### src/rtl/skvt_pkg.sv
// Shared widths, codes and record type of the sorted key/score table.
package skvt_pkg;

  localparam int OPC_W     = 3;
  localparam int KEY_W     = 32;
  localparam int SCORE_W   = 16;
  localparam int STATUS_W  = 2;
  localparam int COUNT_W   = 7;
  localparam int DEPTH_DEF = 64;
  localparam int REC_W     = KEY_W + SCORE_W;

  localparam logic [OPC_W-1:0] OP_CLEAR  = 3'd0;
  localparam logic [OPC_W-1:0] OP_INSERT = 3'd1;
  localparam logic [OPC_W-1:0] OP_DELETE = 3'd2;
  localparam logic [OPC_W-1:0] OP_SEARCH = 3'd3;
  localparam logic [OPC_W-1:0] OP_LIST   = 3'd4;

  localparam logic [STATUS_W-1:0] ST_OK        = 2'd0;
  localparam logic [STATUS_W-1:0] ST_NOT_FOUND = 2'd1;
  localparam logic [STATUS_W-1:0] ST_FULL      = 2'd2;
  localparam logic [STATUS_W-1:0] ST_EMPTY     = 2'd3;

  typedef struct packed {
    logic [KEY_W-1:0]   key;
    logic [SCORE_W-1:0] score;
  } rec_t;

endpackage

### src/rtl/skvt_ram.sv
// Generic single-write, single-read RAM with registered read data.
module skvt_ram #(
  parameter int WIDTH = skvt_pkg::REC_W,
  parameter int DEPTH = skvt_pkg::DEPTH_DEF
) (
  input  logic                     clk,
  input  logic                     wr_en,
  input  logic [$clog2(DEPTH)-1:0] wr_addr,
  input  logic [WIDTH-1:0]         wr_data,
  input  logic                     rd_en,
  input  logic [$clog2(DEPTH)-1:0] rd_addr,
  output logic [WIDTH-1:0]         rd_data
);

  logic [WIDTH-1:0] mem [DEPTH];
  logic [WIDTH-1:0] rd_data_r;

  always_ff @(posedge clk) begin
    if (wr_en) begin
      mem[wr_addr] <= wr_data;
    end
    if (rd_en) begin
      rd_data_r <= mem[rd_addr];
    end
  end

  assign rd_data = rd_data_r;

endmodule

### src/rtl/sorted_key_value_table_core.sv
// Sorted key/score table: records kept in ascending key order in one RAM.
// Up to DEPTH records (key, score in tenths) sit in a single RAM with one
// write and one read port and registered read data; insert, search, delete
// and list walk that RAM one entry at a time, one operation at a time, and
// the input stalls until the operation has handed its final result to the
// output register. Unused opcodes are dropped with no result. Insert moves
// the entries at or above its position up one; search scans up to the
// match, or over every record when there is none; delete scans to the
// match, then moves the rest down. List delivers one record per cycle while
// the output is not stalled, or one result for an empty table. Entries at or
// above the record count are never read.
module sorted_key_value_table_core
  #(
  parameter int DEPTH = skvt_pkg::DEPTH_DEF
) (
  input  logic                          clk,
  input  logic                          rst_n,
  input  logic                          in_valid,
  output logic                          in_stall,
  input  logic [skvt_pkg::OPC_W-1:0]    in_opcode,
  input  logic [skvt_pkg::KEY_W-1:0]    in_key,
  input  logic [skvt_pkg::SCORE_W-1:0]  in_score_tenths,
  output logic                          out_valid,
  input  logic                          out_stall,
  output logic [skvt_pkg::STATUS_W-1:0] out_status,
  output logic [skvt_pkg::KEY_W-1:0]    out_key,
  output logic [skvt_pkg::SCORE_W-1:0]  out_score,
  output logic [skvt_pkg::COUNT_W-1:0]  out_entry_count,
  output logic                          out_last
);
  import skvt_pkg::*;

  localparam int IDX_W = $clog2(DEPTH);
  localparam int CNT_W = $clog2(DEPTH + 1);

  localparam logic [2:0] S_IDLE     = 3'd0;
  localparam logic [2:0] S_INS_CMP  = 3'd1;
  localparam logic [2:0] S_INS_HEAD = 3'd2;
  localparam logic [2:0] S_SCAN_CMP = 3'd3;
  localparam logic [2:0] S_DEL_WR   = 3'd4;
  localparam logic [2:0] S_LIST_OUT = 3'd5;
  localparam logic [2:0] S_RESP     = 3'd6;

  logic [2:0]          state_r, state_nxt;
  logic [CNT_W-1:0]    count_r, count_nxt;
  logic [CNT_W-1:0]    idx_r, idx_nxt;
  logic                is_delete_r, is_delete_nxt;
  rec_t                op_rec_r, op_rec_nxt;
  logic [STATUS_W-1:0] res_status_r, res_status_nxt;
  rec_t                res_rec_r, res_rec_nxt;

  logic                out_valid_r, out_valid_nxt;
  logic [STATUS_W-1:0] out_status_r, out_status_nxt;
  rec_t                out_rec_r, out_rec_nxt;
  logic [CNT_W-1:0]    out_count_r, out_count_nxt;
  logic                out_last_r, out_last_nxt;

  logic                wr_en, rd_en;
  logic [IDX_W-1:0]    wr_addr, rd_addr;
  rec_t                wr_rec, rd_rec;
  logic [REC_W-1:0]    rd_data;

  logic [CNT_W:0]      cnt_x, idx_p1, idx_p2;
  logic [CNT_W-1:0]    idx_m1, idx_m2;
  logic                out_free;

  assign rd_rec   = rd_data;
  assign cnt_x    = {1'b0, count_r};
  assign idx_p1   = {1'b0, idx_r} + 1'b1;
  assign idx_p2   = {1'b0, idx_r} + 2'd2;
  assign idx_m1   = idx_r - 1'b1;
  assign idx_m2   = idx_r - 2'd2;
  assign out_free = !out_valid_r || !out_stall;

  skvt_ram #(
    .WIDTH(REC_W),
    .DEPTH(DEPTH)
  ) u_ram (
    .clk    (clk),
    .wr_en  (wr_en),
    .wr_addr(wr_addr),
    .wr_data(wr_rec),
    .rd_en  (rd_en),
    .rd_addr(rd_addr),
    .rd_data(rd_data)
  );

  always_comb begin
    state_nxt      = state_r;
    count_nxt      = count_r;
    idx_nxt        = idx_r;
    is_delete_nxt  = is_delete_r;
    op_rec_nxt     = op_rec_r;
    res_status_nxt = res_status_r;
    res_rec_nxt    = res_rec_r;
    out_valid_nxt  = out_valid_r && out_stall;
    out_status_nxt = out_status_r;
    out_rec_nxt    = out_rec_r;
    out_count_nxt  = out_count_r;
    out_last_nxt   = out_last_r;
    wr_en          = 1'b0;
    wr_addr        = '0;
    wr_rec         = op_rec_r;
    rd_en          = 1'b0;
    rd_addr        = '0;

    unique case (state_r)
      S_IDLE: begin
        if (in_valid) begin
          op_rec_nxt    = '{key: in_key, score: in_score_tenths};
          is_delete_nxt = (in_opcode == OP_DELETE);
          res_rec_nxt   = '0;
          idx_nxt       = '0;
          unique case (in_opcode) inside
            OP_CLEAR: begin
              count_nxt      = '0;
              res_status_nxt = ST_OK;
              state_nxt      = S_RESP;
            end
            OP_INSERT: begin
              if (count_r == CNT_W'(DEPTH)) begin
                res_status_nxt = ST_FULL;
                state_nxt      = S_RESP;
              end else if (count_r == '0) begin
                wr_en          = 1'b1;
                wr_addr        = '0;
                wr_rec         = '{key: in_key, score: in_score_tenths};
                count_nxt      = count_r + 1'b1;
                res_status_nxt = ST_OK;
                state_nxt      = S_RESP;
              end else begin
                rd_en     = 1'b1;
                rd_addr   = IDX_W'(count_r - 1'b1);
                idx_nxt   = count_r;
                state_nxt = S_INS_CMP;
              end
            end
            OP_DELETE, OP_SEARCH: begin
              if (count_r == '0) begin
                res_status_nxt = ST_NOT_FOUND;
                state_nxt      = S_RESP;
              end else begin
                rd_en     = 1'b1;
                rd_addr   = '0;
                state_nxt = S_SCAN_CMP;
              end
            end
            OP_LIST: begin
              if (count_r == '0) begin
                res_status_nxt = ST_EMPTY;
                state_nxt      = S_RESP;
              end else begin
                rd_en     = 1'b1;
                rd_addr   = '0;
                state_nxt = S_LIST_OUT;
              end
            end
            default: begin
              state_nxt = S_IDLE;
            end
          endcase
        end
      end

      S_INS_CMP: begin
        wr_en   = 1'b1;
        wr_addr = idx_r[IDX_W-1:0];
        if (rd_rec.key < op_rec_r.key) begin
          wr_rec         = op_rec_r;
          count_nxt      = count_r + 1'b1;
          res_status_nxt = ST_OK;
          state_nxt      = S_RESP;
        end else begin
          wr_rec  = rd_rec;
          idx_nxt = idx_m1;
          if (idx_m1 == '0) begin
            state_nxt = S_INS_HEAD;
          end else begin
            rd_en   = 1'b1;
            rd_addr = idx_m2[IDX_W-1:0];
          end
        end
      end

      S_INS_HEAD: begin
        wr_en          = 1'b1;
        wr_addr        = '0;
        wr_rec         = op_rec_r;
        count_nxt      = count_r + 1'b1;
        res_status_nxt = ST_OK;
        state_nxt      = S_RESP;
      end

      S_SCAN_CMP: begin
        if (rd_rec.key == op_rec_r.key) begin
          res_status_nxt = ST_OK;
          if (!is_delete_r) begin
            res_rec_nxt = rd_rec;
            state_nxt   = S_RESP;
          end else if (idx_p1 < cnt_x) begin
            rd_en     = 1'b1;
            rd_addr   = idx_p1[IDX_W-1:0];
            state_nxt = S_DEL_WR;
          end else begin
            count_nxt = count_r - 1'b1;
            state_nxt = S_RESP;
          end
        end else if (idx_p1 < cnt_x) begin
          rd_en   = 1'b1;
          rd_addr = idx_p1[IDX_W-1:0];
          idx_nxt = idx_p1[CNT_W-1:0];
        end else begin
          res_status_nxt = ST_NOT_FOUND;
          state_nxt      = S_RESP;
        end
      end

      S_DEL_WR: begin
        wr_en   = 1'b1;
        wr_addr = idx_r[IDX_W-1:0];
        wr_rec  = rd_rec;
        idx_nxt = idx_p1[CNT_W-1:0];
        if (idx_p2 < cnt_x) begin
          rd_en   = 1'b1;
          rd_addr = idx_p2[IDX_W-1:0];
        end else begin
          count_nxt      = count_r - 1'b1;
          res_status_nxt = ST_OK;
          state_nxt      = S_RESP;
        end
      end

      S_LIST_OUT: begin
        if (out_free) begin
          out_valid_nxt  = 1'b1;
          out_status_nxt = ST_OK;
          out_rec_nxt    = rd_rec;
          out_count_nxt  = count_r;
          out_last_nxt   = (idx_p1 == cnt_x);
          idx_nxt        = idx_p1[CNT_W-1:0];
          if (idx_p1 < cnt_x) begin
            rd_en   = 1'b1;
            rd_addr = idx_p1[IDX_W-1:0];
          end else begin
            state_nxt = S_IDLE;
          end
        end
      end

      S_RESP: begin
        if (out_free) begin
          out_valid_nxt  = 1'b1;
          out_status_nxt = res_status_r;
          out_rec_nxt    = res_rec_r;
          out_count_nxt  = count_r;
          out_last_nxt   = 1'b1;
          state_nxt      = S_IDLE;
        end
      end

      default: begin
        state_nxt = S_IDLE;
      end
    endcase
  end

  always_ff @(posedge clk) begin
    if (!rst_n) begin
      state_r     <= S_IDLE;
      count_r     <= '0;
      out_valid_r <= 1'b0;
    end else begin
      state_r     <= state_nxt;
      count_r     <= count_nxt;
      out_valid_r <= out_valid_nxt;
    end
  end

  always_ff @(posedge clk) begin
    idx_r        <= idx_nxt;
    is_delete_r  <= is_delete_nxt;
    op_rec_r     <= op_rec_nxt;
    res_status_r <= res_status_nxt;
    res_rec_r    <= res_rec_nxt;
    out_status_r <= out_status_nxt;
    out_rec_r    <= out_rec_nxt;
    out_count_r  <= out_count_nxt;
    out_last_r   <= out_last_nxt;
  end

  assign in_stall        = (state_r != S_IDLE);
  assign out_valid       = out_valid_r;
  assign out_status      = out_status_r;
  assign out_key         = out_rec_r.key;
  assign out_score       = out_rec_r.score;
  assign out_entry_count = COUNT_W'(out_count_r);
  assign out_last        = out_last_r;

endmodule

### config.mk
export PLATFORM = sky130hd
export DESIGN_NAME = sorted_key_value_table_core
export DESIGN_NICKNAME = d
export VERILOG_FILES = /design/src/rtl/skvt_pkg.sv /design/src/rtl/skvt_ram.sv /design/src/rtl/sorted_key_value_table_core.sv
export SDC_FILE = /design/constraint.sdc
export NUM_CORES = 2
export LEC_CHECK = 0
export BUFFER_PORTS_ARGS = -buffer_cell sky130_fd_sc_hd__clkbuf_2
export CORE_MARGIN = 3
export CORE_UTILIZATION = 25
export DETAILED_ROUTE_END_ITERATION = 8
export PLACE_DENSITY = 0.34
export SLEW_MARGIN = 20
export SYNTH_ARGS = -nofsm -noshare
export SYNTH_HDL_FRONTEND = slang
export SYNTH_SLANG_ARGS = --single-unit
### constraint.sdc
create_clock -name clk -period 7.8 [get_ports clk]
set_clock_uncertainty 0.1 [all_clocks]
set_input_delay 0.78 -clock clk [delete_from_list [all_inputs] [get_ports clk]]
set_output_delay 0.78 -clock clk [all_outputs]
set_load 0.02 [all_outputs]
==> reports/metrics.csv <==
metric;value;unit
outcome;finished, final reports clean;
asr flop ratio synth;0;%
most frequent cell after synthesis;edfxtp_1;
CP Cell Sequence;ha_1 -> a21oi_1 -> nor2_1 -> a211oi_1 -> a311oi_2 -> or2_1 -> a221oi_4 -> buf_4 -> nand2_1 -> nor2_4 -> buf_4 -> buf_4 -> nand4_1 -> nand4_1;
Final ANT Viol Nets;0;
clock buffer depth;4;
Detailed Route WL;559.3;mm
initial antenna violation count;47;
nets@finish;8622;
Vias/cell;5.036;
# rows;263;
library cells used by synthesis;85;
CP Class;register to register;
Top FF cell, synth;edfxtp_1;
mapped cell area;0.1292;mm^2
I/O Buffers;114;
area of the multi-input gates;0.02817;mm^2
CTS tree;done;
wire length on met1;253.0;mm
Root Driver;clkbuf_16;
worst reg-to-reg path cell count;14;
DRC viols;0;
Hold/Removal Path Class;input pin to register;
Overflow after GRT;0;
Hold Vio Cnt, Final;0;
Worst Setup End Kind;register;
critical path arrival;7710;ps
RSZ-0062 raised after global routing;false;
vias;79157;
vias in the first global route;77103;
Iteration-0 DRC Markers;8950;
largest net degree at the start of global routing;132;
first-pass GRT wire length;739.6;mm
H-tree Lvls;5;
Fmax;140.0;MHz
Post-synth EDFFs;3284;
Hold EP;op_rec_r[26];
die height;724.8;um
cell count after synthesis;8067;
TNS Setup;0;ps
Avg Cell Area, Syn;16.01;um^2
Max VDD drop;249.1;uV
layout cells sized above 1;15.14;%
core region area;0.5140;mm^2
Reg2Reg Launch Point;u_ram.rd_data[28];
fin crit period;7143;ps
dpl hpwl;315.9;mm
Yosys top cell area share;76.34;%
First-pass DRT Iterations;8;
GRT Resource Usage Total;20.54;%
Final period util;91.58;%
Max Cap Viol;0;
Pleak;0.04855;uW
die area;0.5254;mm^2
sequential-to-total area share from yosys stat;76.51;%
Ys Warns;0;
WP data required;8370;ps
Hold Crit Depth;1;
slew margin rel.;16.60;%
critical-path maximum fanout;10;
Worst Min Path Start;in_key[10];
slew at the pin closest to its max-slew limit;1251;ps
Highest Signal Layer;met5;
synthesized flop and latch total;3295;
Final Non-Filler Cells;15719;
placed instance count;14972;
met3 routed WL;30.08;mm
Initial Util;25.13;%
commonest cells in the netlist;edfxtp_1 (3284), nand2_1 (1439), mux2i_1 (507), a32oi_1 (376), nand3_1 (243);
CTS Buf Count;385;
Setup Viol. Count Final;0;
area grow syn2layout;19.21;%
Critical R2R Capture;u_ram.rd_data[32];
startpoint types;register;
Synth area leader;edfxtp_1;
met2 WL;264.5;mm
ranking of synthesized cells by area;edfxtp_1 (76%), nand2_1 (4.2%), mux2i_1 (3.9%);
CP max-delay cell;nor2_4;
Reg2Reg Setup Slack;660;ps
net count after synthesis;8177;
Worst path max stage delay;910;ps
PD cells;391.8;mW/mm^2
Sink Count;3295;
clock transition at the registers of the reported paths;60;ps
count of pins over their slew limit;0;
Filler cells;51035;
most used cell, CP;buf_4;
DR WL/cell;35.58;um
Clock Latency Late Sink;970;ps
routability cong.;0.8208;
register area;0.09884;mm^2
Die Width;724.8;um
Boundary Pins;115;
## report_power, final
group	switching, uW	leakage, uW	total (uW)	internal, uW
combinational	13500	0.0128	18100	4690
sequential	879	0.0298	24400	23600
clock	7490	0.00593	17800	10300
## per-layer routing
layer / GRT usage (%) / vias to the layer above
met3: 2.617 / 584
met4: 4.129 / 4
met5: 0 / -
met1: 29.05 / 42956
met2: 33.84 / 2801
li1: - / 32812
## placed cells by master, fill, tap and decap left out, types with 49 or more instances in the layout
master     Yosys  final
mux2i_1      507    507
inv_1        100     64
edfxtp_1    3284   3284
a221oi_1      73     73
ha_1          55     55
nand2_1     1439   1439
o21ai_0       94     94
nand3_1      243    243
a22o_1        64     64
mux4_2        82     82
a31oi_1      207    207
a211oi_1      98     98
mux2_2        49     49
nor2_4         3     73
buf_4         43    306
a21oi_1       65     61
buf_12         0    118
clkbuf_2       1    114
clkinv_2       0     73
and3_1       204    203
clkbuf_16      0    391
a32oi_1      376    376
nand4_1      143    143
clkbuf_1     195     90
clkinv_1       0    109
## worst max-delay path, delay by kind of cell, from the launching register on
kind                       cells  cell delay [ps]
and+or+nand+nor                6             2560
AOI/OAI and AO/OA              4             1980
buffers and inverters          3             1030
DFF                            1              720
adders and majority gates      1              350
## cell families (layout without fill, tap and decap cells)
group	count (synthesis)	count (layout)	share of synthesized area (%)
muxes	638	638	5.785
other	0	12	0
xor gates and xnor gates	22	22	0.1492
adders and majority gates	55	55	0.5327
buffers and inverters	630	1380	2.229
DFF	3295	3295	76.51
AOI/OAI and AO/OA	1183	1183	7.091
and+or+nand+nor	2244	2244	7.707
## how the worst max path moves through the flow
stage	start	endpoint	slack (ps)	cells after the start
finish	u_ram.rd_data[28]	u_ram.rd_data[32]	660	14
global route	idx_r[0]	u_ram.rd_data[32]	700	16
CTS	u_ram.rd_data[28]	u_ram.rd_data[32]	740	14
detailed placement	u_ram.rd_data[35]	u_ram.rd_data[32]	750	14
global placement	u_ram.rd_data[28]	u_ram.rd_data[32]	710	14
floorplan	count_r[0]	u_ram.mem[56][0]	3150	9
## cell type report
class | instances | area share [%]
flip-flops and latches | 3295 | 64.18
multi-input cells | 4142 | 18.30
clock buffers | 481 | 6.573
well taps | 6890 | 5.598
repair buffers | 588 | 3.786
clock inverters | 211 | 1.296
inverters | 100 | 0.2527
diodes | 12 | 0.01950
## flip-flops by register name (all words and copies together) (netlist names), 16 cells and up
register and cells:
out_key 32, res_rec_r 48, u_ram.mem 3072, out_score 16, u_ram.rd_data 48, op_rec_r 48
## through the flow
stage	hold WS, ps	area [um^2]	power, uW	setup WS, ps	util (%)
floorplan	302.9	129200	33550	3145	-
global placement	382.0	141100	42860	706.8	27.45
detailed placement	399.9	141400	42960	751.6	27.51
CTS	1.361	154000	60830	736.6	29.95
global route	12.62	154000	62580	698.2	29.96
finish	99.34	154000	60330	657.1	29.96
## what timing repair did
item                      4_1_cts  5_1_grt
resized for setup               0        0
hold endpoints to repair       43        0
setup buffers                   0        0
hold buffers                   43        0
(Power assumes the default switching activity.)
